[config.mk]
export PLATFORM = sky130hd
export DESIGN_NAME = disk_geometry_from_size
export DESIGN_NICKNAME = d
export VERILOG_FILES = /design/src/gfs_pkg.sv /design/src/disk_geometry_from_size.sv /design/src/gfs_divider.sv /design/src/gfs_trial.sv
export SDC_FILE = /design/constraint.sdc
export NUM_CORES = 1
export LEC_CHECK = 0
export BUFFER_PORTS_ARGS = -buffer_cell sky130_fd_sc_hd__buf_4
export CORE_MARGIN = 5
export CORE_UTILIZATION = 29
export CTS_CLUSTER_DIAMETER = 100
export DETAILED_ROUTE_END_ITERATION = 12
export PLACE_DENSITY = 0.41
export SLEW_MARGIN = 20
export SYNTH_ARGS = -nofsm -noshare
export SYNTH_HDL_FRONTEND = slang
export SYNTH_SLANG_ARGS = --single-unit
[constraint.sdc]
create_clock -name clk -period 6.4 [get_ports clk]
set_input_delay 0.32 -clock clk [delete_from_list [all_inputs] [get_ports clk]]
set_output_delay 0.32 -clock clk [all_outputs]
set_load 0.02 [all_outputs]
[src/gfs_pkg.sv]
// Shared types, constants and a helper function for the disk geometry block.
package gfs_pkg;

  localparam int TOTAL_W = 31;
  localparam int DIVR_W  = 13;

  localparam logic [1:0] MODE_PLAIN = 2'd0;
  localparam logic [1:0] MODE_RDB   = 2'd1;

  localparam logic [4:0] HEADS_MIN  = 5'd4;
  localparam logic [4:0] HEADS_MAX  = 5'd16;
  localparam logic [4:0] HEADS_NONE = 5'd17;
  localparam logic [4:0] RDB_HEAD_COUNT = 5'd1;
  localparam logic [7:0] RDB_SPT    = 8'd32;
  localparam logic [1:0] SPT_LAST_IDX = 2'd2;

  localparam logic [TOTAL_W-1:0] SMALL_IMAGE_SECTORS = 31'd1048576;
  localparam logic [TOTAL_W-1:0] SMALL_CYL_MAX       = 31'd1023;
  localparam logic [TOTAL_W-1:0] CYL_LIMIT_A         = 31'd16383;
  localparam logic [TOTAL_W-1:0] CYL_LIMIT_B         = 31'd32767;
  localparam logic [TOTAL_W-1:0] CYL_LIMIT_C         = 31'd65535;

  typedef struct packed {
    logic [39:0] image_bytes;
    logic [1:0]  image_mode;
  } gfs_in_t;

  typedef struct packed {
    logic        updated;
    logic [15:0] cylinders;
    logic [4:0]  heads;
    logic [7:0]  sectors_per_track;
    logic        overflow;
  } gfs_out_t;

  typedef struct packed {
    logic first;
    logic advance;
  } trial_ctl_t;

  typedef struct packed {
    logic [4:0]        heads;
    logic [7:0]        spt;
    logic [DIVR_W-1:0] divisor;
    logic              last;
    logic              fit;
  } trial_sts_t;

  typedef enum logic [1:0] {
    ST_IDLE,
    ST_LAUNCH,
    ST_WAIT,
    ST_OUT
  } gfs_state_t;

  function automatic logic [7:0] spt_of(input logic [1:0] idx);
    logic [7:0] spt;
    case (idx)
      2'd0:    spt = 8'd63;
      2'd1:    spt = 8'd127;
      default: spt = 8'd255;
    endcase
    return spt;
  endfunction

endpackage

[src/disk_geometry_from_size.sv]
// Top level: guesses a cylinder/head/sector geometry from a disk image size.
//
// An input transaction is taken at a rising edge with start high and busy low.
// in_item carries the image size in bytes and the image mode. busy stays high
// until the result has been shown. The result appears on out_item for exactly
// one cycle with out_valid high; the receiver cannot stall it.
//
// An empty file image and a synthesized-RDB image finish at once: out_valid is
// high in the cycle after the accepting edge. Other images run through
// trials of sectors per track (63, 127, 255) and heads (4 to 16). Each trial
// divides the 31-bit sector count on a bit-serial divider: a load step, the
// quotient bits one at a time, then a step to judge the result. There are 1
// to 39 trials. One transaction is in work at a time.
//
// Reset is synchronous and active low; it returns the block to idle with no
// result pending.
module disk_geometry_from_size
  import gfs_pkg::*;
(
  input  logic     clk,
  input  logic     rst_n,
  input  logic     start,
  output logic     busy,
  input  gfs_in_t  in_item,
  output logic     out_valid,
  output gfs_out_t out_item
);

  gfs_state_t         state_r, state_nxt;
  logic [TOTAL_W-1:0] total_r, total_nxt;
  logic               small_r, small_nxt;
  gfs_out_t           res_r, res_nxt;
  trial_ctl_t         tctl;
  trial_sts_t         tsts;
  logic               div_go;
  logic               div_done;
  logic [TOTAL_W-1:0] quotient;
  logic [26:0]        rdb_cyl;

  gfs_divider u_div (
    .clk      (clk),
    .rst_n    (rst_n),
    .go       (div_go),
    .dividend (total_r),
    .divisor  (tsts.divisor),
    .done     (div_done),
    .quotient (quotient)
  );

  gfs_trial u_trial (
    .clk       (clk),
    .rst_n     (rst_n),
    .ctl       (tctl),
    .quotient  (quotient),
    .small_img (small_r),
    .sts       (tsts)
  );

  always_comb begin
    state_nxt    = state_r;
    total_nxt    = total_r;
    small_nxt    = small_r;
    res_nxt      = res_r;
    tctl.first   = 1'b0;
    tctl.advance = 1'b0;
    div_go       = 1'b0;
    rdb_cyl      = {1'b0, in_item.image_bytes[39:14]} + 27'd1;
    case (state_r)
      ST_IDLE: begin
        if (start) begin
          if ((in_item.image_mode inside {MODE_PLAIN, MODE_RDB}) &&
              (in_item.image_bytes == 40'd0)) begin
            res_nxt   = '0;
            state_nxt = ST_OUT;
          end else if (in_item.image_mode == MODE_RDB) begin
            res_nxt.updated           = 1'b1;
            res_nxt.cylinders         = rdb_cyl[15:0];
            res_nxt.heads             = RDB_HEAD_COUNT;
            res_nxt.sectors_per_track = RDB_SPT;
            res_nxt.overflow          = |rdb_cyl[26:16];
            state_nxt                 = ST_OUT;
          end else begin
            total_nxt  = (in_item.image_mode == MODE_PLAIN) ?
                         in_item.image_bytes[39:9] : '0;
            small_nxt  = (total_nxt <= SMALL_IMAGE_SECTORS);
            tctl.first = 1'b1;
            state_nxt  = ST_LAUNCH;
          end
        end
      end
      ST_LAUNCH: begin
        div_go    = 1'b1;
        state_nxt = ST_WAIT;
      end
      ST_WAIT: begin
        if (div_done) begin
          if (tsts.fit || tsts.last) begin
            res_nxt.updated           = 1'b1;
            res_nxt.cylinders         = quotient[15:0];
            res_nxt.heads             = tsts.fit ? tsts.heads : HEADS_NONE;
            res_nxt.sectors_per_track = tsts.spt;
            res_nxt.overflow          = !tsts.fit || (|quotient[TOTAL_W-1:16]);
            state_nxt                 = ST_OUT;
          end else begin
            tctl.advance = 1'b1;
            state_nxt    = ST_LAUNCH;
          end
        end
      end
      ST_OUT: begin
        state_nxt = ST_IDLE;
      end
      default: begin
        state_nxt = ST_IDLE;
      end
    endcase
  end

  always_ff @(posedge clk) begin
    total_r <= total_nxt;
    small_r <= small_nxt;
    res_r   <= res_nxt;
    if (!rst_n) begin
      state_r <= ST_IDLE;
    end else begin
      state_r <= state_nxt;
    end
  end

  assign busy      = (state_r != ST_IDLE);
  assign out_valid = (state_r == ST_OUT);
  assign out_item  = res_r;

endmodule

[src/gfs_divider.sv]
// Bit-serial restoring divider: one quotient bit per cycle.
module gfs_divider
  import gfs_pkg::*;
(
  input  logic               clk,
  input  logic               rst_n,
  input  logic               go,
  input  logic [TOTAL_W-1:0] dividend,
  input  logic [DIVR_W-1:0]  divisor,
  output logic               done,
  output logic [TOTAL_W-1:0] quotient
);

  logic [DIVR_W-1:0]  rem_r, rem_nxt;
  logic [DIVR_W-1:0]  div_r, div_nxt;
  logic [TOTAL_W-1:0] dvd_r, dvd_nxt;
  logic [4:0]         cnt_r, cnt_nxt;
  logic               run_r, run_nxt;
  logic               done_r, done_nxt;
  logic [DIVR_W:0]    trial;
  logic               qbit;

  always_comb begin
    trial    = {rem_r, dvd_r[TOTAL_W-1]};
    qbit     = (trial >= {1'b0, div_r});
    rem_nxt  = rem_r;
    div_nxt  = div_r;
    dvd_nxt  = dvd_r;
    cnt_nxt  = cnt_r;
    run_nxt  = run_r;
    done_nxt = 1'b0;
    if (run_r) begin
      rem_nxt = qbit ? DIVR_W'(trial - {1'b0, div_r}) : trial[DIVR_W-1:0];
      dvd_nxt = {dvd_r[TOTAL_W-2:0], qbit};
      cnt_nxt = cnt_r - 5'd1;
      if (cnt_r == 5'd0) begin
        run_nxt  = 1'b0;
        done_nxt = 1'b1;
      end
    end else if (go) begin
      rem_nxt = '0;
      div_nxt = divisor;
      dvd_nxt = dividend;
      cnt_nxt = 5'(TOTAL_W - 1);
      run_nxt = 1'b1;
    end
  end

  always_ff @(posedge clk) begin
    rem_r <= rem_nxt;
    div_r <= div_nxt;
    dvd_r <= dvd_nxt;
    cnt_r <= cnt_nxt;
    if (!rst_n) begin
      run_r  <= 1'b0;
      done_r <= 1'b0;
    end else begin
      run_r  <= run_nxt;
      done_r <= done_nxt;
    end
  end

  assign done     = done_r;
  assign quotient = dvd_r;

endmodule

[src/gfs_trial.sv]
// Trial sequencer: steps heads and sectors per track and checks each cylinder count.
module gfs_trial
  import gfs_pkg::*;
(
  input  logic               clk,
  input  logic               rst_n,
  input  trial_ctl_t         ctl,
  input  logic [TOTAL_W-1:0] quotient,
  input  logic               small_img,
  output trial_sts_t         sts
);

  logic [4:0] heads_r, heads_nxt;
  logic [1:0] idx_r, idx_nxt;
  logic [7:0] spt;

  always_comb begin
    heads_nxt = heads_r;
    idx_nxt   = idx_r;
    if (ctl.first) begin
      heads_nxt = HEADS_MIN;
      idx_nxt   = 2'd0;
    end else if (ctl.advance) begin
      if (heads_r == HEADS_MAX) begin
        heads_nxt = HEADS_MIN;
        idx_nxt   = idx_r + 2'd1;
      end else begin
        heads_nxt = heads_r + 5'd1;
      end
    end
  end

  always_ff @(posedge clk) begin
    if (!rst_n) begin
      heads_r <= HEADS_MIN;
      idx_r   <= 2'd0;
    end else begin
      heads_r <= heads_nxt;
      idx_r   <= idx_nxt;
    end
  end

  always_comb begin
    spt         = spt_of(idx_r);
    sts.heads   = heads_r;
    sts.spt     = spt;
    sts.divisor = {8'b0, heads_r} * {5'b0, spt};
    sts.last    = (heads_r == HEADS_MAX) && (idx_r == SPT_LAST_IDX);
    if (small_img) begin
      sts.fit = (quotient <= SMALL_CYL_MAX);
    end else begin
      sts.fit = (quotient < CYL_LIMIT_A) ||
                ((quotient < CYL_LIMIT_B) && (heads_r >= 5'd5)) ||
                (quotient <= CYL_LIMIT_C);
    end
  end

endmodule

# Word-level counts from Yosys, hierarchy flattened
# Cells that the tools add are included.
# classes
add_sub_neg	5
multipliers	1
magnitude_cmp	7
n_eq_ne	11
muxes	36
n_bitwise	4
n_reduce_logical	26
# op_table
op	count
two-way mux 31 bit	8
case mux 31 bit (2 select lines)	1
logical NOT 40 bit	1
two-way mux 13 bit	3
less-or-equal comparator 31 x 10 -> 1 bit, second input constant	1
less-or-equal comparator 31 x 16 -> 1 bit, second input constant	1
less-or-equal comparator 31 x 21 -> 1 bit, second input constant	1
< comparator 31 x 14 -> 1 bit, second input constant	1
< comparator 31 x 15 -> 1 bit, second input constant	1
adder 26 x 1 -> 27 bit, second input constant	1
two-way mux 5 bit	4
case mux 8 bit (2 select lines)	1
OR reduction 15 bit	1
greater-or-equal comparator 14 x 13 -> 1 bit	1
multiplier 5 x 8 -> 13 bit	1
two-way mux 1 bit	13
subtractor 13 bit	1
OR reduction 11 bit	1
two-way mux 2 bit	5
case mux 2 bit (4 select lines)	1
AND reduction 2 bit	4
nonzero test 2 bit	4
== test 2 x 1 -> 1 bit, second input constant	3
== test 2 bit, second input constant	3
17 further kinds	28
# word_totals
register_bits	136
in_bits	45

# Logic depth before layout (Yosys ltp)
# Gate-level depths: netlist (run 1).
# logic_depth
word_depth	10
depth_mapped	14
ltp_nobuf	13

# Cells and area by module
# From an unflattened synthesis (run 1), not the netlist that was laid out.
# unflattened
cells_unflattened	696
hier_area_um2	7906.3
# modules_own_cells
module	instances	cells_each	area_each_um2	seq_area_each_um2
gfs_divider	1	242	3255.6	1901.8
disk_geometry_from_size	1	277	3178.0	1931.9
gfs_trial	1	177	1472.7	140.1

# Least setup slack after synthesis (run 1)
# OpenSTA, ideal clock, no wires.
# synth_path
path_kind	flip-flop to flip-flop
startpoint	reg u_trial.heads_r[2]
endpoint	reg u_div.div_r[12], data pin
setup_ps	158
arrival_time_ps	3608
t_required_ps	6242
slack_ps	2634
path_stages_with_launch	13
n_path_buf	0
synth_period_minus_slack_ps	3766
cell_sequence	dfxtp_1 fa_1 inv_1 fa_1 fa_1 inv_1 ha_1 a21o_1 a21oi_1 o21ai_0 or4_1 a211o_1 o211ai_1
# synth_rtl
item	line_no	source
from (decl)	gfs_trial.sv:13	logic [4:0] heads_r, heads_nxt;
from (signal assigned)	gfs_trial.sv:38	heads_r <= heads_nxt;
to (signal assigned)	gfs_divider.sv:51	div_r <= div_nxt;
to (decl)	gfs_divider.sv:15	logic [DIVR_W-1:0] div_r, div_nxt;

==> key figures, run 1 <==
Run status
  • Run status: complete, no violations

Setup path
  • Largest fanout on the critical path: 7
  • Critical Path Source: u_trial.heads_r[2]
  • Worst Path Required: approximately 6700 ps
  • R2r startpoint: u_trial.heads_r[2]
  • Depth of the most critical reg-to-reg path: 12
  • Most used cell along the critical path: sky130_fd_sc_hd__fa_1
  • FF-to-FF setup slack: ~2400 ps
  • Chain of cells forming the critical path: fa_1 -> inv_1 -> fa_1 -> fa_1 -> inv_1 -> ha_1 -> a21o_1 -> a21oi_1 -> o21ai_0 -> or4_1 -> a211o_1 -> o211ai_1
  • Worst EP arrival: roughly 4300 ps
  • Critical path buffer and inverter count: 2
  • Standard cell with the maximum stage delay on the critical path: sky130_fd_sc_hd__fa_1
  • Worst setup path class: register to register
  • Category of cells accounting for the largest share of critical-path delay: adder cells
  • Capture point of the critical path: u_div.div_r[12]
  • Kind of capture point of the worst setup path: register
  • Stages on the worst setup path: 12
  • Reg2reg end: u_div.div_r[12]
  • Nature of the critical path startpoint: register
  • Longest individual stage delay on the worst path: about 670 ps

Run
  • Max-Cap Viols: 0

Die
  • Vertical extent of the die: approximately 170 um
  • Effective utilization at floorplan: 29.4%
  • Standard cell core area: about 26,000 um2
  • Num rows: 59
  • Die Width: approximately 170 um
  • Full die area: around 30,000 um2
  • Number of ports placed on the die boundary: 78

Logic synthesis
  • Area share of the largest cell type after synthesis: around 47%
  • Cell types with the largest area share after synthesis: sky130_fd_sc_hd__edfxtp_1, sky130_fd_sc_hd__ha_1, sky130_fd_sc_hd__mux2_2
  • Most instantiated flip-flop cell in the synthesis netlist: sky130_fd_sc_hd__edfxtp_1
  • Sequential share of the synthesized area: 49.8%
  • Post-synthesis async set-or-reset flop share: 0%
  • Number of flops mapped to enable cells by yosys: 120
  • Syn Nets: 793
  • #FFs+latches synth: 131
  • Count of unique library cells instantiated by Yosys: 64
  • Cell taking the most area after synthesis: sky130_fd_sc_hd__edfxtp_1
  • Most used standard cell by instance count after synthesis: sky130_fd_sc_hd__edfxtp_1
  • YS warnings: 0
  • Post-synthesis instance area: roughly 7700 um2
  • Synth Instances: slightly below 700
  • Post-synth top cells: sky130_fd_sc_hd__edfxtp_1, sky130_fd_sc_hd__inv_1, sky130_fd_sc_hd__nand2_1, sky130_fd_sc_hd__ha_1, sky130_fd_sc_hd__nor2_1
  • Mean instance size in the synthesized netlist: ~11 um2

STA
  • Fmax: around 0.25 GHz
  • RSZ-0062 raised after global routing: no
  • Maximum clock skew at final layout: 18.0 ps
  • Max Transition Viols Final: 0
  • Final min period: between 4000 and 5000 ps
  • Count of endpoints failing hold in the final timing report: 0
  • Endpoints failing setup: 0
  • Worst-margin pin slew: approximately 740 ps
  • Total negative setup slack: 0 ps
  • Period utilisation layout: 63.2%
  • Max_slew headroom: around 51%

Placed design
  • Placed wire-length estimate after detailed placement: between 10,000 and 15,000 um
  • Instance count after placement with tap cells included: approximately 1,100
  • Final Wtd Congestion: 0.798
  • Number of buffers inserted by port buffering: 77

Clock tree
  • Count of instances resized after the clock tree is built: 0
  • Skew-Pair Late Insertion Delay: around 420 ps
  • Number of buffers added for setup after CTS: 0
  • Clk pin slew, worst setup/hold paths: 80 ps
  • Max clock buf depth: 2
  • Clock tree from TritonCTS: done
  • Cts-stage hold buffer count: 0
  • Number of H-tree levels: 4
  • Num Clock Sinks: 131
  • CTS root buf: sky130_fd_sc_hd__clkbuf_16
  • Num CTS Buffers: 17

Global routing
  • Pin count of the biggest net entering global routing: 51
  • Wire length of the first global-routing pass: 30,900 um
  • Vias in the first global route: about 5,700
  • Total grt overflow: 0
  • Total global-route track usage: roughly an eighth
  • Antenna violations before repair: 0

Routing
  • 1st-iter DRT viols: about 330
  • Post-detailed-route wirelength per cell: around 17 um
  • Total vias in the final route: between 5,000 and 6,000
  • Number of design rule violations left after detail routing: 0
  • Via-per-instance ratio: just under 5
  • Total wirelength of the detailed-routed design: 19,200 um
  • Pre-Repair DR Iteration Count: 4
  • Detail Route Antenna Nets: 0

Final layout
  • Area used by multi-input combinational logic: ~3500 um2
  • Fraction of final layout cells with drive strength greater than 1: between 20% and 30%
  • Layout area overhead: 19.7%
  • Total of fill cells in the finished design: 2,610
  • Post-layout instance count excluding filler cells: around 1,100
  • Storage element area: approximately 3800 um2
  • Number of nets in the layout: 870

Hold path
  • Worst hold-check path type: input pin to register
  • Hold Path Depth: 2

Power
  • Power per unit of standard cell area: about 250 nW/um2
  • Standby leakage power: 0.00356 uW
  • Final total power: 2270 uW
  • VDD IR-drop max: about 140 uV
==> flip-flops by register name, summed over array words and instances, names as in the netlist, 2 cells and up <==
| register | flops |
|---|---|
| total_r | 31 |
| u_div.quotient | 31 |
| out_item | 26 |
| u_div.div_r | 13 |
| u_div.rem_r | 13 |
| u_div.cnt_r | 5 |
| u_trial.heads_r | 5 |
| state_r | 2 |
| u_trial.idx_r | 2 |
==> cell usage in the layout (no fill, tap or decap), drive strengths merged, types with 11 or more instances in the layout <==
cell and instances:
edfxtp 120, buf 82, inv 70, nand2 51, ha 48, nor2 47, o21ai 34, mux2 30
nor3 28, xnor2 26, and2 26, a21oi 22, nand3 20, clkbuf 17, nor4 16, a21o 11
xor2 11, nand4 11, dfxtp 11
==> report_power, final <==
| part | switching, uW | internal (uW) |
|---|---|---|
| Combinational | 156 | 103 |
| Sequential | 23.6 | 1000 |
| Clock | 459 | 530 |
| Total | 639 | 1630 |
==> routing by layer <==
metal  track usage [%]  up-vias  part of all wire, %
met3              2.82       20                  3.1
li1                  -     2660                    -
met2              22.3      101                   49
met4              4.06        0                  1.9
met1              16.2     2594                   46
met5                 0        -                    0
==> cell type report <==
type	count	share of cell area, %
Timing Repair Buffer	82	6.70
Inverter	60	2.45
Clock buffer	17	4.63
Multi-Input combinational cell	475	38.1
Tap cell	335	4.56
Antenna cell	2	0.0545
Clock inverter	15	1.91
Sequential cell	131	41.6
==> how the worst min path moves through the flow <==
stage | from | endpoint | slack, ps
after floorplan | u_trial.idx_r[1] | u_trial.idx_r[1] | 450
after global placement | u_trial.idx_r[1] | u_trial.idx_r[1] | 460
after detailed placement | u_trial.idx_r[1] | u_trial.idx_r[1] | 480
after CTS | rst_n | u_div.run_r | 130
after global routing | rst_n | u_div.run_r | 130
final | rst_n | u_div.run_r | 150
==> per-stage QoR <==
| stage | hold WS, ps | setup WS [ps] | area (um2) | utilization, % |
|---|---|---|---|---|
| 2_1_floorplan | 453 | 2630 | 7670 | - |
| 3_3_place_gp | 465 | 2410 | 8580 | 32.9 |
| 3_5_place_dp | 476 | 2360 | 8580 | 32.9 |
| 4_1_cts | 125 | 2330 | 9180 | 35.2 |
| 5_1_grt | 127 | 2110 | 9180 | 35.2 |
| 6_report | 147 | 2360 | 9190 | 35.3 |
==> cells by family (layout without fill, tap and decap cells) <==
| family | after synthesis | after routing | synth area share, % |
|---|---|---|---|
| fa+ha+maj | 58 | 58 | 10.4 |
| compound gates | 106 | 106 | 9.47 |
| buf+inv | 84 | 174 | 4.68 |
| mux | 40 | 40 | 5.71 |
| xor+xnor | 37 | 37 | 4.22 |
| flops | 131 | 131 | 49.8 |
| other cells | 0 | 2 | 0 |
| simple gates | 234 | 234 | 15.7 |
Note: power is estimated with default switching activity, not from simulation.
==> run 2, diff against run 1 <==
Clock period 6.4 ns to 4.25 ns, I/O delays scaled along.
==> run 2 against run 1 <==
Compared with the run above:
- clock-buffer cell count did not move
- global-route usage about the same
- final cell count hardly changed
- worst setup slack lost 2100 ps
- via count shrank 0.39%
- combinational power grew 50%
- sequential share of layout area shrank 0.21 points
- critical path type unchanged
- critical endpoint unchanged
- largest cell class unchanged
- largest power group is now clock
==> key figures, run 2 (synthesis results as in run 1) <==
Run status
  • Run status: complete, no violations

Clock tree
  • Number of H-tree levels: 4
  • Num CTS Buffers: 17
  • CTS root buf: sky130_fd_sc_hd__clkbuf_16
  • Skew-Pair Late Insertion Delay: ~430 ps
  • Max clock buf depth: 2
  • Cts-stage hold buffer count: 0
  • Num Clock Sinks: roughly 130
  • Clk pin slew, worst setup/hold paths: around 60 ps
  • Clock tree from TritonCTS: done

Die
  • Num rows: 59
  • Die Width: 173 um
  • Effective utilization at floorplan: 29.4%
  • Standard cell core area: between 20,000 and 30,000 um2
  • Vertical extent of the die: between 150 and 200 um
  • Full die area: approximately 30,000 um2
  • Number of ports placed on the die boundary: 78

Setup path
  • Kind of capture point of the worst setup path: register
  • Worst Path Required: 4510 ps
  • Standard cell with the maximum stage delay on the critical path: sky130_fd_sc_hd__fa_2
  • Longest individual stage delay on the worst path: roughly 660 ps
  • Largest fanout on the critical path: 7
  • Chain of cells forming the critical path: fa_2 -> inv_1 -> fa_1 -> fa_1 -> inv_1 -> ha_1 -> a21o_1 -> a21oi_1 -> o21ai_0 -> or4_1 -> a211o_1 -> o211ai_1
  • R2r startpoint: u_trial.heads_r[2]
  • Worst EP arrival: ~4300 ps
  • Critical path buffer and inverter count: 2
  • Category of cells accounting for the largest share of critical-path delay: adder cells
  • Depth of the most critical reg-to-reg path: 12
  • Nature of the critical path startpoint: register
  • Worst setup path class: register to register
  • Reg2reg end: u_div.div_r[12]
  • FF-to-FF setup slack: around 230 ps

Power
  • Power per unit of standard cell area: 385 nW/um2
  • Switching portion of total power: around a quarter
  • Part of the total power dissipated in combinational logic: 11.0%
  • Net switching power figure: 889 uW
  • Relative contribution of sequential cells to total power: between 40% and 50%
  • VDD IR-drop max: 212 uV
  • Final total power: 3550 uW
  • Internal Pwr Total: 2660 uW
  • Standby leakage power: 0.00358 uW
  • Clock Power Share: approximately 46%

Routing
  • Top Layer Used: met4
  • Detailed route wirelength on metal2: between 9000 and 10,000 um
  • Pre-Repair DR Iteration Count: 4
  • Total wirelength of the detailed-routed design: around 19,000 um
  • 1st-iter DRT viols: 324
  • Post-detailed-route wirelength per cell: around 17 um
  • Met3 Wirelength: 575 um
  • Total vias in the final route: 5,354
  • Via-per-instance ratio: ~4.8
  • Detail Route Antenna Nets: 0
  • Number of design rule violations left after detail routing: 0
  • Met1 layer wirelength in the final routing: slightly below 9000 um

Placed design
  • Final Wtd Congestion: around 0.8
  • Placed wire-length estimate after detailed placement: approximately 14,000 um
  • Number of buffers inserted by port buffering: 77

STA
  • Max Transition Viols Final: 0
  • Final min period: 4020 ps
  • Max_slew headroom: 52.0%
  • RSZ-0062 raised after global routing: no
  • Count of endpoints failing hold in the final timing report: 0
  • Endpoints failing setup: 0
  • Maximum clock skew at final layout: about 17 ps
  • Final hold slack: just over 50 ps
  • Fmax: ~0.25 GHz
  • Worst-margin pin slew: 719 ps
  • Period utilisation layout: approximately 95%
  • Total negative setup slack: 0 ps

Hold path
  • Worst hold-check path type: input pin to register
  • Endpoint with the worst hold slack: u_div.run_r
  • Hold Crit Start: rst_n
  • Hold Path Depth: 2

Global routing
  • Wire length of the first global-routing pass: slightly above 30,000 um
  • Vias in the first global route: 5,766
  • Antenna violations before repair: 0
  • Pin count of the biggest net entering global routing: slightly above 50
  • Total grt overflow: 0
  • Total global-route track usage: 12.9%

Final layout
  • Fraction of final layout cells with drive strength greater than 1: 22.3%
  • Layout area overhead: 20.4%
  • Number of nets in the layout: ~870
  • Top library cells by usage in the layout, fill and taps aside: sky130_fd_sc_hd__edfxtp_1, sky130_fd_sc_hd__buf_4, sky130_fd_sc_hd__inv_1
  • Commonest non-fill, non-tap cell in the layout: sky130_fd_sc_hd__edfxtp_1
  • Antenna diode count: 0

Run
  • Max-Cap Viols: 0
## run 2: changes by cell type in the layout (fill, tap and decap cells not counted), sizes merged
| cell | change |
|---|---|
| buf | +1 |
| inv | -3 |
| clkinv | -1 |
| bufinv | +4 |
| diode | -2 |
## run 2: area by class of cell
class / instances / area (um2)
clock buffers: 17 / 425
clock inverters: 15 / 218
fillers: 2574 / 16800
inverters: 60 / 225
multi-input cells: 475 / 3500
flip-flops and latches: 131 / 3820
well taps: 335 / 419
repair buffers: 83 / 623
## run 2: repair_timing
item | 4_1_cts | 5_1_grt
endpoints found under the hold margin | 0 | 0
endpoints found under the setup margin | 0 | 2
resized for setup | 0 | 1
buffers inserted | 0 | 0
## run 2: per-stage QoR
| stage | utilization (%) | instance area, um2 | cells | worst slack [ps] |
|---|---|---|---|---|
| after floorplan | - | 7670 | 690 | 484 |
| after global placement | 33.0 | 8590 | 1084 | 264 |
| after detailed placement | 33.0 | 8590 | 1084 | 230 |
| after CTS | 35.4 | 9230 | 1116 | 199 |
| after global routing | 35.4 | 9240 | 1116 | 14.2 |
| final | 35.4 | 9240 | 1116 | 231 |
## run 2: power by group through the flow
stage	combinational [uW]	clock [uW]	sequential, uW
after CTS	400	1660	1550
after detailed placement	398	0	1570
after global routing	434	1720	1550
final	390	1620	1540
after floorplan	247	0	1570
after global placement	395	0	1570
## run 2: worst max path at each step
stage                  startpoint         endpoint  slack, ps  cells past startpoint
2_1_floorplan  u_trial.heads_r[2]  u_div.div_r[12]        480                     12
3_3_place_gp   u_trial.heads_r[2]  u_div.div_r[12]        260                     12
3_5_place_dp   u_trial.heads_r[2]  u_div.div_r[12]        230                     12
4_1_cts        u_trial.heads_r[2]  u_div.div_r[12]        200                     12
5_1_grt        u_trial.heads_r[2]  u_div.div_r[12]         10                     12
6_report       u_trial.heads_r[2]  u_div.div_r[12]        230                     12
## run 2: metal layers
metal | up-vias | track usage, %
met2 | 95 | 22.4
met3 | 26 | 2.95
li1 | 2660 | -
met4 | 0 | 4.26
met1 | 2573 | 16.0
met5 | - | 0
